===== config.mk =====
export PLATFORM = sky130hd
export DESIGN_NAME = c_comment_literal_blanker_unit
export DESIGN_NICKNAME = d
export VERILOG_FILES = /design/src/clb_pkg.sv /design/src/clb_lexer.sv /design/src/clb_outq.sv /design/src/c_comment_literal_blanker_unit.sv
export SDC_FILE = /design/constraint.sdc
export NUM_CORES = 1
export LEC_CHECK = 0
export BUFFER_PORTS_ARGS = -buffer_cell sky130_fd_sc_hd__buf_2
export CORE_MARGIN = 4
export CORE_UTILIZATION = 50
export CTS_CLUSTER_SIZE = 20
export DETAILED_ROUTE_END_ITERATION = 7
export GPL_ROUTABILITY_DRIVEN = 0
export HOLD_SLACK_MARGIN = 0.15
export PLACE_DENSITY = 0.67
export REMOVE_ABC_BUFFERS = 1
export SLEW_MARGIN = 20
export SYNTH_ARGS = -nofsm -noshare
export SYNTH_HDL_FRONTEND = slang
export SYNTH_SLANG_ARGS = --single-unit

===== constraint.sdc =====
create_clock -name clk -period 3.05 [get_ports clk]
set_input_delay 0.4575 -clock clk [delete_from_list [all_inputs] [get_ports clk]]
set_output_delay 0.4575 -clock clk [all_outputs]
set_load 0.01 [all_outputs]

===== src/clb_pkg.sv =====
// Package for the comment and literal blanker: character codes, lexer modes,
// lexer result struct and output queue sizing. No dependencies.
package clb_pkg;

  localparam logic [7:0] CH_AT     = 8'h40;
  localparam logic [7:0] CH_DOLLAR = 8'h24;
  localparam logic [7:0] CH_SLASH  = 8'h2F;
  localparam logic [7:0] CH_STAR   = 8'h2A;
  localparam logic [7:0] CH_BSLASH = 8'h5C;
  localparam logic [7:0] CH_NL     = 8'h0A;
  localparam logic [7:0] CH_SPACE  = 8'h20;
  localparam logic [7:0] CH_DQUOTE = 8'h22;
  localparam logic [7:0] CH_SQUOTE = 8'h27;

  typedef enum logic [2:0] {
    MODE_CODE  = 3'd0,
    MODE_LINE  = 3'd1,
    MODE_BLOCK = 3'd2,
    MODE_STR   = 3'd3,
    MODE_CHR   = 3'd4
  } mode_t;

  // Output queue: four entries, room for a two-byte step while one drains.
  localparam int QDEPTH = 4;
  localparam int QPTRW  = $clog2(QDEPTH);
  localparam int QCNTW  = $clog2(QDEPTH + 1);

  // Bytes produced by one lexer step (cnt is 0, 1 or 2).
  typedef struct packed {
    logic [1:0] cnt;
    logic [7:0] data0;
    logic [7:0] data1;
    logic       last;
  } clb_res_t;

endpackage


===== src/clb_lexer.sv =====
// Lexer state and per-byte classification for the comment and literal blanker.
// Depends on clb_pkg.
module clb_lexer
  import clb_pkg::*;
(
  input  logic       clk,
  input  logic       rst,
  input  logic       step,
  input  logic [7:0] in_byte,
  input  logic       in_last,
  output clb_res_t   res
);

  mode_t mode, mode_next;
  logic  slash_held, slash_held_next;
  logic  star_seen, star_seen_next;
  logic  escape_next, escape_next_next;

  function automatic logic [7:0] blank_of(input logic [7:0] b);
    return (b == CH_NL) ? CH_NL : CH_SPACE;
  endfunction

  always_comb begin
    mode_next        = mode;
    slash_held_next  = slash_held;
    star_seen_next   = star_seen;
    escape_next_next = escape_next;
    res.cnt          = 2'd1;
    res.data0        = blank_of(in_byte);
    res.data1        = CH_SPACE;
    res.last         = in_last;
    unique case (mode)
      MODE_LINE: begin
        if (in_byte == CH_NL) mode_next = MODE_CODE;
      end
      MODE_BLOCK: begin
        if (star_seen && in_byte == CH_SLASH) begin
          mode_next      = MODE_CODE;
          star_seen_next = 1'b0;
        end else begin
          star_seen_next = (in_byte == CH_STAR);
        end
      end
      MODE_STR, MODE_CHR: begin
        if (escape_next) begin
          escape_next_next = 1'b0;
        end else if (in_byte == CH_BSLASH) begin
          escape_next_next = 1'b1;
        end else if ((mode == MODE_STR && in_byte == CH_DQUOTE) ||
                     (mode == MODE_CHR && in_byte == CH_SQUOTE)) begin
          mode_next = MODE_CODE;
        end
      end
      default: begin
        mode_next = MODE_CODE;
        if (slash_held) begin
          slash_held_next = 1'b0;
          res.cnt         = 2'd2;
          if (in_byte == CH_SLASH || in_byte == CH_STAR) begin
            res.data0      = CH_SPACE;
            res.data1      = CH_SPACE;
            mode_next      = (in_byte == CH_SLASH) ? MODE_LINE : MODE_BLOCK;
            star_seen_next = 1'b0;
          end else begin
            // release the held slash, then treat the byte as code
            res.data0 = CH_SLASH;
            res.data1 = in_byte;
            if (in_byte == CH_DQUOTE) begin
              res.data1        = CH_AT;
              mode_next        = MODE_STR;
              escape_next_next = 1'b0;
            end else if (in_byte == CH_SQUOTE) begin
              res.data1        = CH_DOLLAR;
              mode_next        = MODE_CHR;
              escape_next_next = 1'b0;
            end
          end
        end else begin
          res.data0 = in_byte;
          if (in_byte == CH_SLASH) begin
            if (!in_last) begin
              slash_held_next = 1'b1;
              res.cnt         = 2'd0;
            end
          end else if (in_byte == CH_DQUOTE) begin
            res.data0        = CH_AT;
            mode_next        = MODE_STR;
            escape_next_next = 1'b0;
          end else if (in_byte == CH_SQUOTE) begin
            res.data0        = CH_DOLLAR;
            mode_next        = MODE_CHR;
            escape_next_next = 1'b0;
          end
        end
      end
    endcase
  end

  always_ff @(posedge clk) begin
    if (rst) begin
      mode        <= MODE_CODE;
      slash_held  <= 1'b0;
      star_seen   <= 1'b0;
      escape_next <= 1'b0;
    end else if (step) begin
      if (in_last) begin
        // end of source: back to reset state whatever the mode
        mode        <= MODE_CODE;
        slash_held  <= 1'b0;
        star_seen   <= 1'b0;
        escape_next <= 1'b0;
      end else begin
        mode        <= mode_next;
        slash_held  <= slash_held_next;
        star_seen   <= star_seen_next;
        escape_next <= escape_next_next;
      end
    end
  end

endmodule


===== src/clb_outq.sv =====
// Output queue for the blanker: takes zero to two bytes per step, gives one
// per transfer on the master side. Depends on clb_pkg.
module clb_outq
  import clb_pkg::*;
(
  input  logic       clk,
  input  logic       rst,
  input  logic       push,
  input  clb_res_t   res,
  output logic       room,
  output logic       out_valid,
  input  logic       out_ready,
  output logic [7:0] out_data,
  output logic       out_last
);

  logic [8:0]       mem [QDEPTH];
  logic [QPTRW-1:0] wr_ptr, rd_ptr;
  logic [QCNTW-1:0] count;
  logic             pop;
  logic [1:0]       n_push;

  assign out_valid = (count != '0);
  assign pop       = out_valid && out_ready;
  assign room      = (count <= QCNTW'(QDEPTH - 2));
  assign n_push    = push ? res.cnt : 2'd0;
  assign out_data  = mem[rd_ptr][7:0];
  assign out_last  = mem[rd_ptr][8];

  always_ff @(posedge clk) begin
    if (n_push != 2'd0) begin
      mem[wr_ptr] <= {res.last && (n_push == 2'd1), res.data0};
    end
    if (n_push == 2'd2) begin
      mem[wr_ptr + QPTRW'(1)] <= {res.last, res.data1};
    end
  end

  always_ff @(posedge clk) begin
    if (rst) begin
      wr_ptr <= '0;
      rd_ptr <= '0;
      count  <= '0;
    end else begin
      wr_ptr <= wr_ptr + QPTRW'(n_push);
      if (pop) rd_ptr <= rd_ptr + QPTRW'(1);
      count <= count + QCNTW'(n_push) - QCNTW'(pop);
    end
  end

endmodule


===== src/c_comment_literal_blanker_unit.sv =====
// A slave-side transfer is captured in the input register; its lexer result is then written
// to the output queue; a held slash comes out with the following byte. Throughput: one
// source byte per cycle while the queue has room; a byte that yields two output bytes
// occupies the master side for two transfers, set by the single read port of the queue.
// Reset (rst, synchronous, active high) empties the input register and the output
// queue and puts the lexer back in code mode.
module c_comment_literal_blanker_unit
  import clb_pkg::*;
(
  input  logic       clk,
  input  logic       rst,
  input  logic       s_axis_tvalid,
  output logic       s_axis_tready,
  input  logic [7:0] s_axis_tdata,  // [7:0] src_byte
  input  logic       s_axis_tlast,
  output logic       m_axis_tvalid,
  input  logic       m_axis_tready,
  output logic [7:0] m_axis_tdata,  // [7:0] clean_byte
  output logic       m_axis_tlast
);

  logic       in_vld;
  logic [7:0] in_byte;
  logic       in_last;
  logic       room;
  logic       step;
  clb_res_t   res;

  assign step          = in_vld && room;
  assign s_axis_tready = !in_vld || step;

  always_ff @(posedge clk) begin
    if (rst) begin
      in_vld <= 1'b0;
    end else if (s_axis_tvalid && s_axis_tready) begin
      in_vld <= 1'b1;
    end else if (step) begin
      in_vld <= 1'b0;
    end
  end

  always_ff @(posedge clk) begin
    if (s_axis_tvalid && s_axis_tready) begin
      in_byte <= s_axis_tdata;
      in_last <= s_axis_tlast;
    end
  end

  clb_lexer u_lexer (
    .clk     (clk),
    .rst     (rst),
    .step    (step),
    .in_byte (in_byte),
    .in_last (in_last),
    .res     (res)
  );

  clb_outq u_outq (
    .clk       (clk),
    .rst       (rst),
    .push      (step),
    .res       (res),
    .room      (room),
    .out_valid (m_axis_tvalid),
    .out_ready (m_axis_tready),
    .out_data  (m_axis_tdata),
    .out_last  (m_axis_tlast)
  );

endmodule


# After elaboration in Yosys (flattened, before gate mapping)
# Memories as Yosys holds them, arrays and structs flattened. A register that Yosys moved wholly into a read port is not among the register bits.
# Index checks and enable logic that the tools add are counted.
dict set report totals {
  in_bits 13
  wordCells 113
  latchBits 0
  out_inout_bits 11
  ram_bits 36
  ff_bits 23
  mem_bits_ro 0
  mem_count 1
}
# name depth word_bits rd rd_ports_with_merged_regs write_ports line_no
set mem_list {}
lappend mem_list {u_outq.mem 4 9 1 1 2 clb_outq.sv:17} ;# logic [8:0] mem [QDEPTH];
dict set report op_classes {
  shifts 0
  n_addsub 5
  muxes 50
  eq_ne 22
  order_cmp 1
  multipliers 0
  div_mod_pow 0
  n_bitwise 0
  n_reduce_logical 24
}
# op n
set op_table {}
lappend op_table {{2-to-1 mux 3 bit} 11}
lappend op_table {{== test 8 x 6 -> 1 bit, second input constant} 4}
lappend op_table {{2-to-1 mux 8 bit} 4}
lappend op_table {{2-to-1 mux 1 bit} 24}
lappend op_table {{2-to-1 mux 18 bit} 1}
lappend op_table {{2-to-1 mux 12 bit} 1}
lappend op_table {{2-to-1 mux 10 bit} 1}
lappend op_table {{inequality test 3 x 2 -> 1 bit, second input constant} 3}
lappend op_table {{case mux 3 bit (3 select lines)} 1}
lappend op_table {{nonzero test 3 bit} 3}
lappend op_table {{== test 8 x 4 -> 1 bit, second input constant} 1}
lappend op_table {{== test 8 x 7 -> 1 bit, second input constant} 1}
lappend op_table {{2-to-1 mux 2 bit} 4}
lappend op_table {{AND reduction 4 bit} 2}
lappend op_table {{logical AND 1 bit} 7}
lappend op_table {{== test 3 x 2 -> 1 bit, second input constant} 2}
lappend op_table {{2-to-1 mux 6 bit} 1}
lappend op_table {{inequality test 2 x 1 -> 1 bit, second input constant} 3}
lappend op_table {{inequality test 3 bit, second input constant} 2}
lappend op_table {{AND reduction 6 bit} 1}
lappend op_table {{adder 2 x 1 -> 2 bit, second input constant} 2}
lappend op_table {{inequality test 4 x 3 -> 1 bit, second input constant} 1}
lappend op_table {{inequality test 4 bit, second input constant} 1}
lappend op_table {{case mux 1 bit (2 select lines)} 2}
lappend op_table {{other kinds (15)} 19}

# Longest topological paths before layout
dict set report logic_depth {
  depth_word 10
  mapped_depth 11
  ltp_nobuf 10
}

# Cells and area by module
# From an unflattened synthesis, not the netlist that was laid out.
dict set report unflattened {
  cells_unflattened 271
  area_unflattened_um2 3429.5
}
# module area_per_inst_um2 cells_each seq_area_each_um2 instances
set by_module_without_submodules {}
lappend by_module_without_submodules {clb_outq 2302.2 143 1261.2 1}
lappend by_module_without_submodules {clb_lexer 794.5 113 120.1 1}
lappend by_module_without_submodules {c_comment_literal_blanker_unit 332.8 15 290.3 1}

# Worst setup path after synthesis
# No wires, ideal clock.
dict set report synth_timing {
  kind {flip-flop to flip-flop}
  from {register u_lexer.mode[2]}
  to {register u_outq.count[2]}
  arrival_time_ps 2394
  synth_period_minus_slack_ps 2521
  setup_ps 128
  t_required_ps 2922
  path_slack_ps 529
  stages_incl_launch_ff 10
  n_path_buf 1
  cell_sequence {dfxtp_1 clkbuf_1 o21ai_0 a21oi_1 nand2_1 ha_1 fa_1 xnor2_1 xnor2_1 nor2_1}
}
dict set report synth_between {
  elab_chain_cells 6
  word_cells_on_any_way 9
  cone_classes {2 x add/sub; 4 x eq/ne; 2 x mux; 1 x reduce/logical}
}
# element line_no
set synth_lines {}
lappend synth_lines {{from (decl)} clb_lexer.sv:14} ;# mode_t mode, mode_next;
lappend synth_lines {{from (signal assigned)} clb_lexer.sv:113} ;# mode <= mode_next;
lappend synth_lines {{== test 3 x 1 -> 1 bit, or another cell as far along} clb_lexer.sv:32} ;# unique case (mode)
lappend synth_lines {{OR reduction 4 bit (no source line) *} -}
lappend synth_lines {{2-to-1 mux 18 bit *} clb_lexer.sv:32}
lappend synth_lines {{2-to-1 mux 2 bit *} clb_outq.sv:26} ;# assign n_push = push ? res.cnt : 2'd0;
lappend synth_lines {{adder 3 x 2 -> 3 bit *} clb_outq.sv:47} ;# count <= count + QCNTW'(n_push) - QCNTW'(pop);
lappend synth_lines {{subtractor 3 x 1 -> 3 bit *} clb_outq.sv:47}
lappend synth_lines {{to (signal assigned)} clb_outq.sv:47}
lappend synth_lines {{to (decl)} clb_outq.sv:19} ;# logic [QCNTW-1:0] count;
# Every way passes the cells marked *; elsewhere a longest branch is shown, timed or not.
# A chain may end at the register's enable or synchronous reset.

# Worst setup path in the final report
dict set report layout_timing {
  from {register u_lexer.slash_held}
  to {register u_outq.count[2]}
}
dict set report layout_between {
  elab_chain_cells 5
}
# element line_no
set layout_lines {}
lappend layout_lines {{from (decl)} clb_lexer.sv:15} ;# logic slash_held, slash_held_next;
lappend layout_lines {{from (signal assigned)} clb_lexer.sv:114} ;# slash_held <= slash_held_next;
lappend layout_lines {{2-to-1 mux 10 bit} clb_lexer.sv:56} ;# if (slash_held) begin
lappend layout_lines {{2-to-1 mux 18 bit} clb_lexer.sv:32}
lappend layout_lines {{2-to-1 mux 2 bit} clb_outq.sv:26}
lappend layout_lines {{adder 3 x 2 -> 3 bit} clb_outq.sv:47}
lappend layout_lines {{subtractor 3 x 1 -> 3 bit} clb_outq.sv:47}
# Every way passes these cells.

==> reports/qor.log <==
qor: synthesis.syn_area_cell 11.3 um2
qor: synthesis.synth.distinct_cells 50
qor: worst_hold_path.whs_path_depth 1
qor: cts.cts_hold_buf 0
qor: setup_path.regToRegSetupSlack 0.52 ns
qor: route.vias 2166
qor: cts.cts.htree.levels 3
qor: timing.holdWs 0.286 ns
qor: timing.timing_worst_slew_pin_value 0.699 ns
qor: final_layout.nNetsFinal 318
qor: worst_hold_path.hp-class in -> reg
qor: setup_path.critical_path.reg2reg.endpoint u_outq.count[2]
qor: final_layout.post-route-cell-area 3510 um2
qor: grt.first_pass_grt_wire_length 10.6 mm
qor: grt.grt_use_total 18.6%
qor: status.status complete, no violations
qor: timing.timing.final.hold_violations 0
qor: job.max_cap_violations 0
qor: pwr.p_per_area 625 nW/um2
qor: place.dpl_worst_slack 0.580 ns
qor: route.drt_iter0_drc 162
qor: cts.clock_latency 0.34 ns
qor: final_layout.postLayoutCoreUtil 58.6%
qor: final_layout.final_layout_size_suffix_gt1_share 20.0%
qor: cts.numClockSinks 61
qor: setup_path.cp.required 3.27 ns
qor: route.routed_wl 6.33 mm
qor: timing.worst_slew_margin_rel 52.8%
qor: route.drc 0
qor: synthesis.synth-async-reset-ratio 0%
qor: floorplan.floorplan.core_area 5990 um2
qor: setup_path.regToRegStartpoint u_lexer.slash_held
qor: synthesis.gate_count_after_technology_mapping 277
qor: grt.global_route.overflow_total 0
qor: timing.worst_slack 0.525 ns
qor: final_layout.antenna_cells 0
qor: final_layout.areaGrowthSynthToFinish 12.1%
qor: synthesis.yosysWarningCount 0
qor: setup_path.worst-r2r-cell-count 8
qor: setup_path.critPathLaunchType flop
qor: cts.clk_pin_slew_worst_setup_hold_paths 0.07 ns
qor: pwr.vdd_ir_drop_max 366 uV
qor: worst_hold_path.min_delay_worst_endpoint in_last
qor: synthesis.synth_sequential_area_ratio 53.4%
qor: cts.numCtsBuffers 9
qor: place.post-place-cells 364
qor: floorplan.fp.dieH 87.2 um
qor: floorplan.x_dimension_of_the_die 87.2 um
qor: grt.grt_antenna_before_repair 0
qor: floorplan.dieArea 7600 um2
qor: cts.ctsRootBufferMaster sky130_fd_sc_hd__clkbuf_8
qor: timing.finClkSkew 0.0129 ns
qor: cts.tritoncts_clock_tree done
qor: floorplan.pin_count 24
qor: pwr.p_leak 1.22 nW
qor: place.port_buffers 23
qor: setup_path.worst_setup_path_end_kind flop
qor: timing.setup_viol 0
qor: route.ant_nets 0
qor: timing.max_freq 0.396 GHz
qor: place.place_hpwl 4.62 mm
qor: final_layout.finalNonFillerCells 380
qor: place.dpl_cell_area 3330 um2
qor: final_layout.mostFrequentLayoutCells sky130_fd_sc_hd__edfxtp_1, sky130_fd_sc_hd__nor2_1, sky130_fd_sc_hd__buf_2, sky130_fd_sc_hd__a21oi_1, sky130_fd_sc_hd__nand2_1
qor: floorplan.floorplan.initialDensity 52.3%
qor: pwr.p_total 2.19 mW
qor: timing.grt_setup_unrepaired false
qor: setup_path.timing_worst_setup_path_type reg -> reg
qor: cts.post_cts_sizing_count 0
qor: cts.ctsLongestPathBuffers 2
qor: grt.grt_max_degree 16
qor: route.drtPass1Iterations 4
qor: synthesis.synth_enable_flop_cells 45
qor: cts.cts_setup_buffers 0
qor: timing.fin_crit_sh 82.8%
qor: synthesis.synth-seq-cells 61
qor: setup_path.cp.arrival 2.74 ns
qor: floorplan.rows 28
qor: timing.post_layout_min_period 2.53 ns
qor: worst_hold_path.worst_hold_startpoint s_axis_tlast
qor: setup_path.crit_fanout 15
qor: synthesis.postSynth.topFlopCell sky130_fd_sc_hd__edfxtp_1
qor: route.via_per_inst 5.70
qor: timing.fin_setup_tns 0 ns
qor: timing.slew_viol_final 0
qor: grt.vias_in_the_first_global_route 2114
qor: route.route.detailed.wl_per_inst 16.7 um
qor: synthesis.syn_area 3130 um2
qor: final_layout.mostFrequentLayoutCell sky130_fd_sc_hd__edfxtp_1
-- critical path: stages (launching register included) --
cell and delay (ns):
sky130_fd_sc_hd__dfxtp_1 0.61, sky130_fd_sc_hd__inv_1 0.24, sky130_fd_sc_hd__a21oi_1 0.21, sky130_fd_sc_hd__nand2_1 0.15, sky130_fd_sc_hd__ha_1 0.36, sky130_fd_sc_hd__fa_1 0.44, sky130_fd_sc_hd__xnor2_1 0.18, sky130_fd_sc_hd__xnor2_1 0.14
sky130_fd_sc_hd__nor2_1 0.06
-- cell type report --
cell class	instances	area (um2)
inverters	8	30.0
well taps	75	93.8
clock buffers	11	131
fillers	515	2480
repair buffers	29	160
flip-flops and latches	61	1670
multi-input cells	191	1370
clock inverters	5	52.6
-- routing by layer --
metal / wire (um) / vias up / GRT usage (%)
li1: - / 1083 / -
met1: 2900 / 1015 / 25.0
met2: 2970 / 57 / 28.6
met3: 352 / 11 / 4.54
met4: 109 / 0 / 8.09
met5: 0 / - / 0
-- worst max path at each step --
| stage | start | endpoint | depth (start not counted) |
|---|---|---|---|
| detailed placement | u_lexer.mode[2] | u_outq.count[2] | 8 |
| global placement | in_byte[2] | u_outq.count[2] | 10 |
| floorplan | u_lexer.mode[0] | u_outq.count[2] | 8 |
| CTS | u_lexer.slash_held | u_outq.count[2] | 8 |
| global route | u_lexer.slash_held | u_outq.count[2] | 8 |
| finish | u_lexer.slash_held | u_outq.count[2] | 8 |
-- where the power goes --
part / internal, mW / switching [mW] / total (mW) / leakage [nW]
clock: 0.373 / 0.305 / 0.679 / 0.0931
combinational: 0.240 / 0.210 / 0.450 / 0.578
sequential: 0.975 / 0.0912 / 1.07 / 0.545
total: 1.59 / 0.606 / 2.19 / 1.22
-- synthesized netlist by cell type, types with 3 or more instances --
cell type                   n  area, um2
sky130_fd_sc_hd__or3_1      4       25.0
sky130_fd_sc_hd__dfxtp_1   16        320
sky130_fd_sc_hd__o21a_1     6       45.0
sky130_fd_sc_hd__nor4b_1    3       26.3
sky130_fd_sc_hd__a211oi_1   4       30.0
sky130_fd_sc_hd__nand2_1   21       78.8
sky130_fd_sc_hd__xnor2_1    5       43.8
sky130_fd_sc_hd__o21ai_0   16       80.1
sky130_fd_sc_hd__nor2_1    24       90.1
sky130_fd_sc_hd__o31ai_1    3       22.5
sky130_fd_sc_hd__mux2i_1   11        110
sky130_fd_sc_hd__inv_1      8       30.0
sky130_fd_sc_hd__and2_2     3       22.5
sky130_fd_sc_hd__clkbuf_1  15       56.3
sky130_fd_sc_hd__and2_1     7       43.8
sky130_fd_sc_hd__nor2b_1    4       25.0
sky130_fd_sc_hd__nor3_1     3       15.0
sky130_fd_sc_hd__nand3_1    5       25.0
sky130_fd_sc_hd__edfxtp_1  45       1350
sky130_fd_sc_hd__nand4_1    3       18.8
sky130_fd_sc_hd__a21oi_1   22        110
sky130_fd_sc_hd__mux4_2     9        203
sky130_fd_sc_hd__ha_1       4       50.1
sky130_fd_sc_hd__nor4_1     5       31.3
-- registers in the layout, indices dropped and copies added, names as in the netlist, 2 cells and up, named ones only --
name,count
u_outq.mem,36
in_byte,8
u_lexer.mode,3
u_outq.count,3
u_outq.rd_ptr,2
u_outq.wr_ptr,2
-- cells by family after synthesis --
logic type / Yosys count / synth area share [%]
AO/OA/AOI/OAI: 60 / 12.2
XOR/XNOR: 7 / 1.96
adder cells (fa/ha/maj): 5 / 2.24
buffers and inverters: 25 / 3.03
flip-flops: 61 / 53.4
multiplexers: 20 / 9.98
AND/OR/NAND/NOR: 99 / 17.2
Power figures use the tool's default switching activity.
